### config.mk
export PLATFORM = sky130hd
export DESIGN_NAME = adaptive_playout_delay_estimator_core
export DESIGN_NICKNAME = d
export VERILOG_FILES = /design/src/rtl/core/apde_pkg.sv /design/src/rtl/core/apde_regs.sv /design/src/rtl/core/apde_ctrl.sv /design/src/rtl/core/apde_dp.sv /design/src/rtl/core/adaptive_playout_delay_estimator_core.sv
export VERILOG_INCLUDE_DIRS = /design/src /design/src/rtl/core
export SDC_FILE = /design/constraint.sdc
export NUM_CORES = 2
export LEC_CHECK = 0
export BUFFER_PORTS_ARGS = -buffer_cell sky130_fd_sc_hd__clkbuf_2
export CAP_MARGIN = 20
export CORE_MARGIN = 2
export CORE_UTILIZATION = 50
export DETAILED_ROUTE_END_ITERATION = 7
export GPL_ROUTABILITY_DRIVEN = 0
export HOLD_SLACK_MARGIN = 0.03
export PLACE_DENSITY = 0.66
export REMOVE_ABC_BUFFERS = 1
export SLEW_MARGIN = 10
export SYNTH_ARGS = -nofsm -noshare
export SYNTH_HDL_FRONTEND = slang
export SYNTH_SLANG_ARGS = --single-unit
### constraint.sdc
create_clock -name clk -period 15.7 [get_ports clk]
set_clock_uncertainty 0.15 [all_clocks]
set_input_delay 0.785 -clock clk [delete_from_list [all_inputs] [get_ports clk]]
set_output_delay 0.785 -clock clk [all_outputs]
set_load 0.005 [all_outputs]
### src/rtl/core/assert_macros.svh
// Assertion helpers for the RTL. Both expect clk and rst_n in scope.
`ifndef ASSERT_MACROS_SVH
`define ASSERT_MACROS_SVH

// Same-cycle implication, off while reset is asserted.
`define APDE_ASSERT_IMPL(lbl, ante, cons, msg) \
  lbl: assert property (@(posedge clk) disable iff (!rst_n) (ante) |-> (cons)) \
    else $error(msg);

// Next-cycle implication, off while reset is asserted.
`define APDE_ASSERT_NEXT(lbl, ante, cons, msg) \
  lbl: assert property (@(posedge clk) disable iff (!rst_n) (ante) |=> (cons)) \
    else $error(msg);

`endif

### src/rtl/core/apde_pkg.sv
package apde_pkg;

  // Defaults for the top-level parameters
  localparam int unsigned APDE_TIME_BITS = 32;
  localparam int unsigned APDE_FRAC_BITS = 16;

  // Integer microsecond results are 24 bits
  localparam int unsigned US_W = 24;
  localparam logic [US_W-1:0] US_MAX = '1;

  // Gaps are capped at 2^38 us before the stall compare
  localparam int unsigned RAW_CAP_LOG2 = 38;

  localparam int unsigned CFG_AW = 5;
  localparam int unsigned CFG_DW = 32;

  localparam logic [11:0] CFG_RST_STALL_MULT = 12'd1024;
  localparam logic [23:0] CFG_RST_STALL_ABS  = 24'd500000;
  localparam logic [15:0] CFG_RST_ALPHA      = 16'd6554;
  localparam logic [11:0] CFG_RST_JGAIN      = 12'd512;
  localparam logic [23:0] CFG_RST_MIN_DELAY  = 24'd20000;
  localparam logic [23:0] CFG_RST_MAX_DELAY  = 24'd300000;
  localparam logic [15:0] CFG_RST_STEP_FRAC  = 16'd16384;
  localparam logic [23:0] CFG_RST_ANCHOR     = 24'd100000;

  typedef enum logic [2:0] {
    REG_STALL_MULT = 3'd0,
    REG_STALL_ABS  = 3'd1,
    REG_ALPHA      = 3'd2,
    REG_JGAIN      = 3'd3,
    REG_MIN_DELAY  = 3'd4,
    REG_MAX_DELAY  = 3'd5,
    REG_STEP_FRAC  = 3'd6,
    REG_ANCHOR     = 3'd7
  } reg_idx_t;

  typedef struct packed {
    logic [11:0] stall_mult;
    logic [23:0] stall_abs;
    logic [15:0] alpha;
    logic [11:0] jgain;
    logic [23:0] min_delay;
    logic [23:0] max_delay;
    logic [15:0] step_frac;
    logic [23:0] anchor;
  } cfg_t;

  typedef enum logic [2:0] {
    CLS_BASELINE = 3'd0,
    CLS_IGNORED  = 3'd1,
    CLS_STALL    = 3'd2,
    CLS_MEASURED = 3'd3,
    CLS_CLEARED  = 3'd4
  } cls_t;

  // Datapath step commands
  typedef enum logic [3:0] {
    OP_NONE  = 4'd0,
    OP_LOAD  = 4'd1,
    OP_CHECK = 4'd2,
    OP_THR   = 4'd3,
    OP_STALL = 4'd4,
    OP_SMI   = 4'd5,
    OP_SMJ   = 4'd6,
    OP_TGTM  = 4'd7,
    OP_TGT   = 4'd8,
    OP_STEP  = 4'd9,
    OP_EMIT  = 4'd10
  } op_t;

  // Datapath status back to the controller
  typedef struct packed {
    logic term;        // item finishes at the check step
    logic first;       // no interval known yet
    logic stall;       // gap exceeds the stall threshold
    logic have_delay;  // a measured delay exists
  } st_t;

endpackage

### src/rtl/core/apde_regs.sv
module apde_regs (
  input  logic                         clk,
  input  logic                         rst_n,
  input  logic                         psel,
  input  logic                         penable,
  input  logic                         pwrite,
  input  logic [apde_pkg::CFG_AW-1:0]  paddr,
  input  logic [apde_pkg::CFG_DW-1:0]  pwdata,
  output logic [apde_pkg::CFG_DW-1:0]  prdata,
  output logic                         pready,
  output apde_pkg::cfg_t               cfg
);
  import apde_pkg::*;

  cfg_t     cfg_r;
  reg_idx_t idx;
  logic     wr_en;

  assign idx    = reg_idx_t'(paddr[CFG_AW-1:2]);
  assign wr_en  = psel & penable & pwrite;
  assign pready = 1'b1;
  assign cfg    = cfg_r;

  always_ff @(posedge clk) begin
    if (!rst_n) begin
      cfg_r.stall_mult <= CFG_RST_STALL_MULT;
      cfg_r.stall_abs  <= CFG_RST_STALL_ABS;
      cfg_r.alpha      <= CFG_RST_ALPHA;
      cfg_r.jgain      <= CFG_RST_JGAIN;
      cfg_r.min_delay  <= CFG_RST_MIN_DELAY;
      cfg_r.max_delay  <= CFG_RST_MAX_DELAY;
      cfg_r.step_frac  <= CFG_RST_STEP_FRAC;
      cfg_r.anchor     <= CFG_RST_ANCHOR;
    end else if (wr_en) begin
      case (idx)
        REG_STALL_MULT: cfg_r.stall_mult <= pwdata[11:0];
        REG_STALL_ABS:  cfg_r.stall_abs  <= pwdata[23:0];
        REG_ALPHA:      cfg_r.alpha      <= pwdata[15:0];
        REG_JGAIN:      cfg_r.jgain      <= pwdata[11:0];
        REG_MIN_DELAY:  cfg_r.min_delay  <= pwdata[23:0];
        REG_MAX_DELAY:  cfg_r.max_delay  <= pwdata[23:0];
        REG_STEP_FRAC:  cfg_r.step_frac  <= pwdata[15:0];
        REG_ANCHOR:     cfg_r.anchor     <= pwdata[23:0];
        default: ;
      endcase
    end
  end

  always_comb begin
    case (idx)
      REG_STALL_MULT: prdata = CFG_DW'(cfg_r.stall_mult);
      REG_STALL_ABS:  prdata = CFG_DW'(cfg_r.stall_abs);
      REG_ALPHA:      prdata = CFG_DW'(cfg_r.alpha);
      REG_JGAIN:      prdata = CFG_DW'(cfg_r.jgain);
      REG_MIN_DELAY:  prdata = CFG_DW'(cfg_r.min_delay);
      REG_MAX_DELAY:  prdata = CFG_DW'(cfg_r.max_delay);
      REG_STEP_FRAC:  prdata = CFG_DW'(cfg_r.step_frac);
      REG_ANCHOR:     prdata = CFG_DW'(cfg_r.anchor);
      default:        prdata = '0;
    endcase
  end

endmodule

### src/rtl/core/apde_ctrl.sv
module apde_ctrl (
  input  logic           clk,
  input  logic           rst_n,
  input  logic           in_tvalid,
  output logic           in_tready,
  output logic           out_tvalid,
  input  logic           out_tready,
  input  apde_pkg::st_t  st,
  output apde_pkg::op_t  cmd
);
  import apde_pkg::*;

  typedef enum logic [3:0] {
    S_IDLE,
    S_CHECK,
    S_THR,
    S_STALL,
    S_SMI,
    S_SMJ,
    S_TGTM,
    S_TGT,
    S_STEP,
    S_EMIT
  } state_t;

  state_t state_r, state_nxt;
  logic   out_valid_r, out_valid_nxt;

  always_comb begin
    state_nxt = state_r;
    cmd       = OP_NONE;
    case (state_r)
      S_IDLE: begin
        if (in_tvalid) begin
          cmd       = OP_LOAD;
          state_nxt = S_CHECK;
        end
      end
      S_CHECK: begin
        cmd       = OP_CHECK;
        state_nxt = st.term ? S_EMIT : (st.first ? S_TGTM : S_THR);
      end
      S_THR: begin
        cmd       = OP_THR;
        state_nxt = S_STALL;
      end
      S_STALL: begin
        cmd       = OP_STALL;
        state_nxt = st.stall ? S_EMIT : S_SMI;
      end
      S_SMI: begin
        cmd       = OP_SMI;
        state_nxt = S_SMJ;
      end
      S_SMJ: begin
        cmd       = OP_SMJ;
        state_nxt = S_TGTM;
      end
      S_TGTM: begin
        cmd       = OP_TGTM;
        state_nxt = S_TGT;
      end
      S_TGT: begin
        cmd       = OP_TGT;
        state_nxt = st.have_delay ? S_STEP : S_EMIT;
      end
      S_STEP: begin
        cmd       = OP_STEP;
        state_nxt = S_EMIT;
      end
      S_EMIT: begin
        // wait for the output register to free up
        if (!out_valid_r || out_tready) begin
          cmd       = OP_EMIT;
          state_nxt = S_IDLE;
        end
      end
      default: state_nxt = S_IDLE;
    endcase
  end

  assign out_valid_nxt = (cmd == OP_EMIT) | (out_valid_r & ~out_tready);

  always_ff @(posedge clk) begin
    if (!rst_n) begin
      state_r     <= S_IDLE;
      out_valid_r <= 1'b0;
    end else begin
      state_r     <= state_nxt;
      out_valid_r <= out_valid_nxt;
    end
  end

  assign in_tready  = (state_r == S_IDLE);
  assign out_tvalid = out_valid_r;

endmodule

### src/rtl/core/apde_dp.sv
module apde_dp #(
  parameter int unsigned TIME_BITS = apde_pkg::APDE_TIME_BITS,
  parameter int unsigned FRAC_BITS = apde_pkg::APDE_FRAC_BITS
) (
  input  logic                        clk,
  input  logic                        rst_n,
  input  apde_pkg::op_t               cmd,
  output apde_pkg::st_t               st,
  input  apde_pkg::cfg_t              cfg,
  input  logic                        in_req,
  input  logic [TIME_BITS-1:0]        in_time,
  output logic [apde_pkg::US_W-1:0]   out_delay,
  output logic                        out_delay_valid,
  output logic [apde_pkg::US_W-1:0]   out_interval,
  output logic [apde_pkg::US_W-1:0]   out_jitter,
  output apde_pkg::cls_t              out_class
);
  import apde_pkg::*;

  localparam int unsigned QW   = US_W + FRAC_BITS;      // smoothed values
  localparam int unsigned PW   = QW + 16;               // multiplier product
  localparam int unsigned CW   = RAW_CAP_LOG2 + 1;      // capped gap
  localparam int unsigned RW   = (TIME_BITS > CW) ? TIME_BITS : CW;
  localparam int unsigned CMPW = CW + FRAC_BITS;        // stall compare
  localparam int unsigned TGW  = QW + 9;                // target sum
  localparam logic [RW-1:0] RAW_CAP = RW'(1) << RAW_CAP_LOG2;

  // control flags
  logic hl_r, hl_nxt, hi_r, hi_nxt, hd_r, hd_nxt;
  // payload
  logic                 req_r, req_nxt;
  logic [TIME_BITS-1:0] t_r, t_nxt, last_r, last_nxt;
  logic [QW-1:0]        si_r, si_nxt, sj_r, sj_nxt;
  logic [US_W-1:0]      cur_r, cur_nxt, tgt_r, tgt_nxt;
  logic [CW-1:0]        rawc_r, rawc_nxt;
  logic [QW-1:0]        rawq_r, rawq_nxt, mag_r, mag_nxt, dj_r, dj_nxt;
  logic                 diri_r, diri_nxt, dirj_r, dirj_nxt;
  logic [PW-1:0]        prod_r, prod_nxt;
  cls_t                 cls_r, cls_nxt;
  logic [US_W-1:0]      od_r, od_nxt, oi_r, oi_nxt, oj_r, oj_nxt;
  logic                 odv_r, odv_nxt;
  cls_t                 ocl_r, ocl_nxt;

  // shared multiplier
  logic [15:0]          mul_a;
  logic [QW-1:0]        mul_b;

  // gap classification
  logic [TIME_BITS-1:0] raw;
  logic [RW-1:0]        raw_ext;
  logic [CW-1:0]        raw_c;
  logic [US_W-1:0]      raw_us;
  logic [QW-1:0]        raw_q;
  logic                 raw_bad;

  // stall threshold
  logic [CMPW-1:0]      thr_mul, thr_abs, thr, gap_q;

  // target and slew
  logic [QW-1:0]        inc;
  logic [TGW-1:0]       target;
  logic [TGW-FRAC_BITS-1:0] tgt_us;
  logic [US_W-1:0]      tgt_cl, max_step, step_lim, step_d;

  assign raw     = t_r - last_r;
  assign raw_bad = (raw == '0) || raw[TIME_BITS-1];
  assign raw_ext = RW'(raw);
  assign raw_c   = (raw_ext > RAW_CAP) ? CW'(RAW_CAP) : raw_ext[CW-1:0];
  assign raw_us  = (raw_c > CW'(US_MAX)) ? US_MAX : raw_c[US_W-1:0];
  assign raw_q   = {raw_us, {FRAC_BITS{1'b0}}};

  assign thr_mul = CMPW'(prod_r[PW-1:8]);
  assign thr_abs = CMPW'({cfg.stall_abs, {FRAC_BITS{1'b0}}});
  assign thr     = (thr_abs > thr_mul) ? thr_abs : thr_mul;
  assign gap_q   = {rawc_r, {FRAC_BITS{1'b0}}};

  assign inc     = prod_r[PW-1:16];
  assign target  = TGW'(si_r) + TGW'(prod_r[PW-1:8]);
  assign tgt_us  = target[TGW-1:FRAC_BITS];
  always_comb begin
    if (tgt_us < (TGW-FRAC_BITS)'(cfg.min_delay)) begin
      tgt_cl = cfg.min_delay;
    end else if (tgt_us > (TGW-FRAC_BITS)'(cfg.max_delay)) begin
      tgt_cl = cfg.max_delay;
    end else begin
      tgt_cl = tgt_us[US_W-1:0];
    end
  end

  assign max_step = prod_r[PW-1:16+FRAC_BITS];
  assign step_lim = (max_step < cfg.min_delay) ? cfg.min_delay : max_step;
  assign step_d   = (tgt_r >= cur_r) ? (tgt_r - cur_r) : (cur_r - tgt_r);

  // multiplier operand select, product registered every cycle
  always_comb begin
    case (cmd)
      OP_THR:   begin mul_a = {4'b0, cfg.stall_mult}; mul_b = si_r;  end
      OP_STALL: begin mul_a = cfg.alpha;               mul_b = mag_r; end
      OP_SMI:   begin mul_a = cfg.alpha;               mul_b = dj_r;  end
      OP_TGTM:  begin mul_a = {4'b0, cfg.jgain};       mul_b = sj_r;  end
      OP_TGT:   begin mul_a = cfg.step_frac;           mul_b = si_r;  end
      default:  begin mul_a = '0;                      mul_b = '0;    end
    endcase
  end
  assign prod_nxt = PW'(mul_a) * PW'(mul_b);

  assign st.term       = req_r || !hl_r || raw_bad;
  assign st.first      = !hi_r;
  assign st.stall      = gap_q > thr;
  assign st.have_delay = hd_r;

  always_comb begin
    hl_nxt   = hl_r;    hi_nxt   = hi_r;    hd_nxt   = hd_r;
    req_nxt  = req_r;   t_nxt    = t_r;     last_nxt = last_r;
    si_nxt   = si_r;    sj_nxt   = sj_r;    cur_nxt  = cur_r;
    tgt_nxt  = tgt_r;   rawc_nxt = rawc_r;  rawq_nxt = rawq_r;
    mag_nxt  = mag_r;   dj_nxt   = dj_r;    diri_nxt = diri_r;
    dirj_nxt = dirj_r;  cls_nxt  = cls_r;
    od_nxt   = od_r;    oi_nxt   = oi_r;    oj_nxt   = oj_r;
    odv_nxt  = odv_r;   ocl_nxt  = ocl_r;
    case (cmd)
      OP_LOAD: begin
        req_nxt = in_req;
        t_nxt   = in_time;
      end
      OP_CHECK: begin
        if (req_r) begin
          hl_nxt  = 1'b0;
          hi_nxt  = 1'b0;
          hd_nxt  = 1'b0;
          cls_nxt = CLS_CLEARED;
        end else if (!hl_r) begin
          hl_nxt   = 1'b1;
          last_nxt = t_r;
          cls_nxt  = CLS_BASELINE;
        end else if (raw_bad) begin
          cls_nxt = CLS_IGNORED;
        end else begin
          rawc_nxt = raw_c;
          rawq_nxt = raw_q;
          cls_nxt  = CLS_MEASURED;
          if (!hi_r) begin
            // first interval seeds the estimates
            si_nxt   = raw_q;
            sj_nxt   = '0;
            hi_nxt   = 1'b1;
            last_nxt = t_r;
          end
        end
      end
      OP_THR: begin
        diri_nxt = rawq_r >= si_r;
        mag_nxt  = (rawq_r >= si_r) ? (rawq_r - si_r) : (si_r - rawq_r);
      end
      OP_STALL: begin
        last_nxt = t_r;
        if (st.stall) begin
          hi_nxt  = 1'b0;
          hd_nxt  = 1'b0;
          cls_nxt = CLS_STALL;
        end else begin
          dirj_nxt = mag_r >= sj_r;
          dj_nxt   = (mag_r >= sj_r) ? (mag_r - sj_r) : (sj_r - mag_r);
        end
      end
      OP_SMI: si_nxt = diri_r ? (si_r + inc) : (si_r - inc);
      OP_SMJ: sj_nxt = dirj_r ? (sj_r + inc) : (sj_r - inc);
      OP_TGTM: ;
      OP_TGT: begin
        tgt_nxt = tgt_cl;
        if (!hd_r) begin
          cur_nxt = tgt_cl;
          hd_nxt  = 1'b1;
        end
      end
      OP_STEP: begin
        if (tgt_r >= cur_r) begin
          cur_nxt = cur_r + ((step_d > step_lim) ? step_lim : step_d);
        end else begin
          cur_nxt = cur_r - ((step_d > step_lim) ? step_lim : step_d);
        end
      end
      OP_EMIT: begin
        od_nxt  = hd_r ? cur_r : cfg.anchor;
        odv_nxt = hd_r;
        oi_nxt  = hi_r ? si_r[QW-1:FRAC_BITS] : '0;
        oj_nxt  = hi_r ? sj_r[QW-1:FRAC_BITS] : '0;
        ocl_nxt = cls_r;
      end
      OP_NONE: ;
      default: ;
    endcase
  end

  always_ff @(posedge clk) begin
    if (!rst_n) begin
      hl_r <= 1'b0;
      hi_r <= 1'b0;
      hd_r <= 1'b0;
    end else begin
      hl_r <= hl_nxt;
      hi_r <= hi_nxt;
      hd_r <= hd_nxt;
    end
  end

  always_ff @(posedge clk) begin
    req_r  <= req_nxt;   t_r    <= t_nxt;    last_r <= last_nxt;
    si_r   <= si_nxt;    sj_r   <= sj_nxt;   cur_r  <= cur_nxt;
    tgt_r  <= tgt_nxt;   rawc_r <= rawc_nxt; rawq_r <= rawq_nxt;
    mag_r  <= mag_nxt;   dj_r   <= dj_nxt;   diri_r <= diri_nxt;
    dirj_r <= dirj_nxt;  prod_r <= prod_nxt; cls_r  <= cls_nxt;
    od_r   <= od_nxt;    oi_r   <= oi_nxt;   oj_r   <= oj_nxt;
    odv_r  <= odv_nxt;   ocl_r  <= ocl_nxt;
  end

  assign out_delay       = od_r;
  assign out_delay_valid = odv_r;
  assign out_interval    = oi_r;
  assign out_jitter      = oj_r;
  assign out_class       = ocl_r;

endmodule

### src/rtl/core/adaptive_playout_delay_estimator_core.sv
// Channel   Dir  Carries                                   Width
// in_*      in   req_type (tuser), arrival_time (tdata)    1 / TIME_BITS padded to bytes
// out_*     out  delay, valid, class (tuser), intervals    4 / 72
// cfg_*     in   8 config registers at byte address 4*i    32-bit APB
//
// Flow: one beat at a time; clear, baseline and ignored beats go load, check, emit; a
// first interval adds the target steps; a stall ends at the stall step; a steady beat runs
// every step, using the single shared 16 x (24+FRAC_BITS) multiplier at most once each.
// Reset: synchronous active-low rst_n; config returns to defaults, estimates drop.
// Stalls: a finished result waits in the output register; the next beat is
// taken meanwhile and held at its last step until that register frees up.
`include "assert_macros.svh"

module adaptive_playout_delay_estimator_core #(
  parameter int unsigned TIME_BITS = apde_pkg::APDE_TIME_BITS,
  parameter int unsigned FRAC_BITS = apde_pkg::APDE_FRAC_BITS
) (
  input  logic                                clk,
  input  logic                                rst_n,
  // input stream
  input  logic                                in_tvalid,
  output logic                                in_tready,
  // [TIME_BITS-1:0] arrival_time, zero padded
  input  logic [((TIME_BITS+7)/8)*8-1:0]      in_tdata,
  // [0] req_type
  input  logic [0:0]                          in_tuser,
  // result stream
  output logic                                out_tvalid,
  input  logic                                out_tready,
  // [23:0] delay_us, [47:24] interval_us, [71:48] jitter_us
  output logic [71:0]                         out_tdata,
  // [0] delay_valid, [3:1] arrival_class
  output logic [3:0]                          out_tuser,
  // configuration
  input  logic                                cfg_psel,
  input  logic                                cfg_penable,
  input  logic                                cfg_pwrite,
  input  logic [apde_pkg::CFG_AW-1:0]         cfg_paddr,
  input  logic [apde_pkg::CFG_DW-1:0]         cfg_pwdata,
  output logic [apde_pkg::CFG_DW-1:0]         cfg_prdata,
  output logic                                cfg_pready
);
  import apde_pkg::*;

  cfg_t            cfg;
  op_t             cmd;
  st_t             st;
  logic [US_W-1:0] delay, interval, jitter;
  logic            delay_valid;
  cls_t            arr_class;
  logic            clr_or_stall;
  logic            est_empty;

  apde_regs u_regs (
    .clk     (clk),
    .rst_n   (rst_n),
    .psel    (cfg_psel),
    .penable (cfg_penable),
    .pwrite  (cfg_pwrite),
    .paddr   (cfg_paddr),
    .pwdata  (cfg_pwdata),
    .prdata  (cfg_prdata),
    .pready  (cfg_pready),
    .cfg     (cfg)
  );

  // sequencer: one step command per cycle, none while it waits for a beat or the output register
  apde_ctrl u_ctrl (
    .clk        (clk),
    .rst_n      (rst_n),
    .in_tvalid  (in_tvalid),
    .in_tready  (in_tready),
    .out_tvalid (out_tvalid),
    .out_tready (out_tready),
    .st         (st),
    .cmd        (cmd)
  );

  // estimator state, shared multiplier and output register
  apde_dp #(
    .TIME_BITS (TIME_BITS),
    .FRAC_BITS (FRAC_BITS)
  ) u_dp (
    .clk             (clk),
    .rst_n           (rst_n),
    .cmd             (cmd),
    .st              (st),
    .cfg             (cfg),
    .in_req          (in_tuser[0]),
    .in_time         (in_tdata[TIME_BITS-1:0]),
    .out_delay       (delay),
    .out_delay_valid (delay_valid),
    .out_interval    (interval),
    .out_jitter      (jitter),
    .out_class       (arr_class)
  );

  assign out_tdata = {jitter, interval, delay};
  assign out_tuser = {arr_class, delay_valid};

  // result beat after a clear or a stall, and an empty estimate set
  assign clr_or_stall = out_tvalid && (arr_class == CLS_CLEARED || arr_class == CLS_STALL);
  assign est_empty    = !delay_valid && interval == '0 && jitter == '0;

  // one beat in flight: an accepted beat drops ready until it is done
  `APDE_ASSERT_NEXT(a_one_in_flight, in_tvalid && in_tready, !in_tready, "beat taken while busy")
  // the output register is only reloaded once it is free
  `APDE_ASSERT_IMPL(a_emit_free, cmd == OP_EMIT, !out_tvalid || out_tready, "result overwritten")
  // a clear or a stall leaves no measured estimate behind
  `APDE_ASSERT_IMPL(a_reset_class, clr_or_stall, est_empty, "estimate left after clear or stall")

endmodule

# == Yosys cells after proc, flatten, opt, wreduce, memory -nomap -nowiden ==
# Index checks and enable logic that the tools add are counted.
# word_totals
ff_bits,633
word_cells,197
# op_classes
addsub,14
n_mul,1
magnitude_cmp,11
n_eq_ne,39
muxes,57
n_bitwise,8
reduce_logical,34
# op_table
operator,n
$mux W40,12
$pmux W32 S8,1
$sub A40 B40 Y40,6
$mux W24,9
$pmux W40 S2,2
$pmux W40 S4,1
$mux W32,4
$add A40 B40 Y40,2
$ge A40 B40 Y1,2
$pmux W4 S10,2
$sub A24 B24 Y24,3
$pmux W16 S4,1
$pmux W32 S2,1
$mul A16 B40 Y56,1
$gt A55 B55 Y1,1
$add A40 B48 Y49,1
$gt A40 B48 Y1,1
$mux W48,1
$pmux W24 S2,1
$gt A32 B39 Y1 const B,1
$gt A39 B24 Y1 const B,1
$mux W39,1
$gt A33 B24 Y1,1
$lt A33 B24 Y1,1
39 further kinds,107

# == Logic depth before layout (Yosys ltp) ==
# logic_depth
ltp_word,10
depth_mapped,45
mapped_depth_nobuf,40

# == Hierarchy ==
# From an unflattened synthesis, not the netlist that was laid out.
# unflattened
hier_cells,7815
area_unflattened_um2,67967.7
# modules_own_cells
mod,n_inst,cells_per_inst,area_each_um2
apde_dp,1,6937,60578.1
apde_regs,1,821,6991.7
apde_ctrl,1,56,390.4
adaptive_playout_delay_estimator_core,1,1,7.5

# == Worst setup path after synthesis ==
# No wires, ideal clock.
# synth_timing
path_type,register to register
start,reg u_ctrl.state_r[2]
end,reg u_dp.prod_r[48]
setup_ps,126
t_arrival_ps,9572
required_time_ps,15424
path_slack_ps,5852
stages_incl_launch_ff,36
n_path_buf,4
synth_period_minus_slack_ps,9848
path_cell_list,dfxtp_1 > buf_2 > nor4b_1 > clkbuf_1 > or2_2 > clkbuf_1 > buf_1 > a22oi_1 > o21ai_0 > nand2_1 > fa_1 > inv_1 > fa_1 > inv_1 > fa_1 > inv_1 > fa_1 > fa_1 > inv_1 > fa_1 > inv_1 > ha_1 > a21o_1 > a21o_1 > a21oi_1 > o21bai_1 > a21oi_1 > o21ai_0 > o211ai_2 > o211ai_2 > a22oi_2 > o22ai_2 > a31o_2 > a21o_1 > a311oi_1 > nor3_1
# synth_between
elab_chain_len,6
# synth_lines
element,line,rtl
from (decl),apde_ctrl.sv:26,"state_t state_r, state_nxt;"
from (signal assigned),apde_ctrl.sv:89,state_r <= state_nxt;
"$eq A4 B4 Y1, or another cell as far along",apde_ctrl.sv:32,case (state_r)
$pmux W4 S10 *,apde_ctrl.sv:32,
"$eq A4 B3 Y1, or another cell as far along",apde_dp.sv:96,case (cmd)
$reduce_or A2 Y1 (no source line),--,
$pmux W16 S4 or $pmux W40 S4 (tied branches),apde_dp.sv:96,
$mul A16 B40 Y56 *,apde_dp.sv:105,assign prod_nxt = PW'(mul_a) * PW'(mul_b);
net u_dp.prod_nxt[48],apde_dp.sv:38,"logic [PW-1:0] prod_r, prod_nxt;"
to (signal assigned),apde_dp.sv:212,dirj_r <= dirj_nxt; prod_r <= prod_nxt; cls_r <= cls_nxt;
to (decl),apde_dp.sv:38,
# Mark *: on every way through the listed nets, which the timed path passes. The rest lies on a longest branch.
# A chain may end at the register's enable or synchronous reset.

# == Worst setup path after layout ==
# layout_timing
start,reg u_dp.cur_r[15]
end,reg u_dp.cur_r[22] (data pin)
# layout_between
elab_chain_len,7
# layout_lines
element,line,rtl
from (decl),apde_dp.sv:34,"logic [US_W-1:0] cur_r, cur_nxt, tgt_r, tgt_nxt;"
from (signal assigned),apde_dp.sv:209,si_r <= si_nxt; sj_r <= sj_nxt; cur_r <= cur_nxt;
$sub A24 B24 Y24 or $ge A24 B24 Y1 (tied branches),"apde_dp.sv:92, apde_dp.sv:177",
$mux W24,apde_dp.sv:92,assign step_d = (tgt_r >= cur_r) ? (tgt_r - cur_r) : (cur_r - tgt_r);
$gt A24 B24 Y1,"apde_dp.sv:178, apde_dp.sv:180",
$mux W24,"apde_dp.sv:178, apde_dp.sv:180",
$sub A24 B24 Y24 or $add A24 B24 Y24 (tied branches),"apde_dp.sv:180, apde_dp.sv:178",
$mux W24 *,apde_dp.sv:177,if (tgt_r >= cur_r) begin
$pmux W24 S2 *,apde_dp.sv:121,case (cmd)
net u_dp.cur_nxt[22],apde_dp.sv:34,
# Marked as above.

==> metrics.md <==
| Metric | Value |
|---|---|
| Status | finished clean |
| Clock Sinks | 618 |
| Cell variety after synth | 107 |
| Worst path max stage delay | 0.90 ns |
| Filler Cell Count | 12200 |
| # resized after CTS | 0 |
| Initial Utilization | 50.4% |
| CTS buffer count | 74 |
| WP buf/inv | 2 |
| Nets | 8981 |
| Asr flop ratio synth | 0% |
| Final worst setup slack | 5.03 ns |
| Fmax | 0.0937 GHz |
| Worst slack, placed | 5.11 ns |
| Worst Path Arrival | 10.96 ns |
| Max-slew violations | 0 |
| Syn Area/Cell | 8.73 um^2 |
| Peak VDD IR | 100 uV |
| Max Cap Violations | 0 |
| Crit path max-delay cell type | a221oi_2 |
| Synthesized flop and latch total | 618 |
| CP Data Required Time | 15.99 ns |
| Final setup violating endpoints | 0 |
| First-pass iteration count of the detailed router | 6 |
| Post-CTS Setup Repair Bufs | 0 |
| RSZ-0062 raised after global routing | false |
| CTS H-tree depth | 3 |
| Worst slew pin tran | 1.15 ns |
| Leakage | 32.7 nW |
| Yosys top cell by area | edfxtp_1 |
| # DRC | 0 |
| Layout overhead on the synthesized area | 7.73% |
| Final-report hold violation count | 0 |
| Global Route Usage Sum | 32.4% |
| Share of layout cells above drive strength 1 | 7.57% |
| CP startpoint | u_dp.cur_r[15] |
| RR Endpoint | u_dp.cur_r[22] |
| Area contributors post-synth | edfxtp_1, fa_1, ha_1, dfxtp_1, inv_1 |
| I/O Pins | 188 |
| ANT nets after route | 0 |
| Grt ovf | 0 |
| Core Area | 134000 um^2 |
| Synth Cell Area | 67400 um^2 |
| Initial antenna violation count | 17 |
| Share of the synthesized area in the top cell type | 18.3% |
| Setup CP Type | flip-flop to flip-flop |
| Starting DRC count in detailed routing | 6325 |
| Worst Min Path Start | in_tdata[27] |
| Critical path startpoint category | flip-flop |
| Drt total wl | 225 mm |
| Main synth FF type | edfxtp_1 |
| FF-to-FF path depth | 36 |
| Setup TNS | 0 ns |
| Hold Path Stages | 1 |
| Crit-path most repeated cell | o21ai_0 |
| Critical R2R Launch | u_dp.cur_r[15] |
| Die area | 138000 um^2 |
| Avg WL per Cell | 23.5 um |
| Post-synthesis cell count | 7721 |
| Crit path time final | 10.67 ns |
| Clk Latency, worst-skew pair | 0.70 ns |
| Rel. slew slack | 22.8% |
| Root buf cell | clkbuf_16 |
| HP Class | input port to flip-flop |
| # port buffers | 168 |
| Fin crit share | 68.0% |
| Worst hold path endpoint | u_dp.t_r[27] |
| Vias in the first global route | 55800 |
| PD cells | 67.2 nW/um^2 |
| Crit. End Element | flip-flop |
| Via count | 57800 |
| Vias/cell | 6.04 |
| Clk buf depth | 3 |
| EDFF count, synth | 410 |
| Yosys warns | 0 |
| Cell row count | 134 |
| Die Height | 371 um |
| Seq/Total Area, Yosys | 24.5% |
| Family with the most delay on the worst path | compound AO/OA/AOI/OAI gates |
| Clock slew at reported path FFs | 0.06 ns |
| Post-CTS Hold Fix Bufs | 0 |
| Die X | 371 um |
| Final non-filler cell total | 9574 |
| Fin util | 54.3% |
| CTS tree | yes |
| Max Fanout on Critical Path | 27 |
| First-pass GRT wire length | 340 mm |
| Reg2Reg Setup Slack | 5.03 ns |
| Placed instance count | 9429 |
| Detailed placer's ending HPWL | 175 mm |
| Pin count of the biggest net entering global routing | 88 |
[cells by family after synthesis]
family | after synthesis | synth area share (%)
other | 2 | 0.0111
multiplexers | 266 | 4.33
flip-flops | 618 | 24.5
adder cells (fa/ha/maj) | 1159 | 27.5
XOR/XNOR | 365 | 4.76
buffers and inverters | 1358 | 7.75
AO/OA/AOI/OAI | 1611 | 15.4
AND/OR/NAND/NOR | 2342 | 15.8
[layer usage]
metal	vias up	share of wire (%)	global-route usage, %
li1	26200	-	-
met1	28100	40	42.4
met2	2919	44	50.1
met3	627	11	8.06
met4	10	5.6	15.9
met5	-	0.032	0
[state kept, by name, indices dropped and copies added, names as in the netlist, 4 cells and up]
signal,count
u_dp.prod_r,48
u_dp.last_r,32
u_dp.out_jitter,24
u_dp.rawc_r,32
u_dp.t_r,32
u_dp.mag_r,40
u_dp.cur_r,24
u_dp.rawq_r,24
u_dp.dj_r,40
u_dp.out_interval,24
u_dp.sj_r,40
u_regs.cfg,152
u_dp.si_r,40
u_dp.tgt_r,24
u_dp.out_delay,24
u_ctrl.state_r,4
[cell type report]
cell class	instances	area (um^2)	area share (%)
clock buffer	93	2070	2.85
clock inverter	40	409	0.564
inverter	1016	3820	5.26
antenna	4	10.0	0.0138
multi-input combinational	5752	45800	63.1
tap	1768	2210	3.05
sequential	618	16500	22.7
timing repair buffer	283	1770	2.44
[cells in the final DEF (no fill, tap or decap), types with 152 or more instances in the layout]
cell,netlist,routed
o21ai_0,236,233
fa_1,538,538
inv_1,1012,1011
ha_1,621,621
a21o_1,220,220
nand2_1,998,995
edfxtp_1,410,410
xnor2_1,250,250
clkbuf_2,11,169
and2_1,154,152
a21oi_1,557,555
dfxtp_1,208,207
nor2_1,562,558
mux2i_1,187,187
[synth_stat cells (all sizes together), types with 107 or more instances]
cell,count
nor2,563
nand3,107
edfxtp,410
mux2i,187
a21oi,559
xnor2,251
inv,1012
a21o,220
clkbuf,267
and2,155
ha,621
dfxtp,208
fa,538
o21ai,277
xor2,114
nand2,998
[worst reg2reg max path, delay by kind of cell (launching register included)]
family                     cells  cell delay, ns
AOI/OAI and AO/OA             23            6.43
and+or+nand+nor                3            0.44
DFF                            1            0.46
xor gates and xnor gates       2            0.30
adders and majority gates      4            1.56
buffers and inverters          2            0.45
muxes                          2            0.66
[stage by stage]
stage | cell area, um^2 | power [W] | hold slack [ns]
detailed placement | 70000 | 0.00308 | 0.255
CTS | 72500 | 0.00487 | 0.0785
global route | 72600 | 0.00507 | 0.102
floorplan | 66000 | 0.00272 | 0.250
global placement | 70000 | 0.00305 | 0.256
finish | 72600 | 0.00488 | 0.118
[how the worst max path moves through the flow]
stage	endpoint	slack, ns	depth (start not counted)
6_report	u_dp.cur_r[22]	5.03	36
5_1_grt	u_dp.cur_r[22]	4.40	37
4_1_cts	u_dp.prod_r[48]	5.22	34
3_5_place_dp	u_dp.prod_r[48]	5.11	34
3_3_place_gp	u_dp.prod_r[48]	5.16	32
2_1_floorplan	u_dp.prod_r[48]	1.84	30
[power breakdown]
part           leakage [nW]  total [W]  switching (W)  internal (W)
registers              5.43    0.00185      0.0000478       0.00181
logic                  26.1    0.00123       0.000763      0.000465
clock network          1.21    0.00179       0.000766       0.00103
total                  32.7    0.00488        0.00158       0.00330
(Power assumes the default switching activity.)
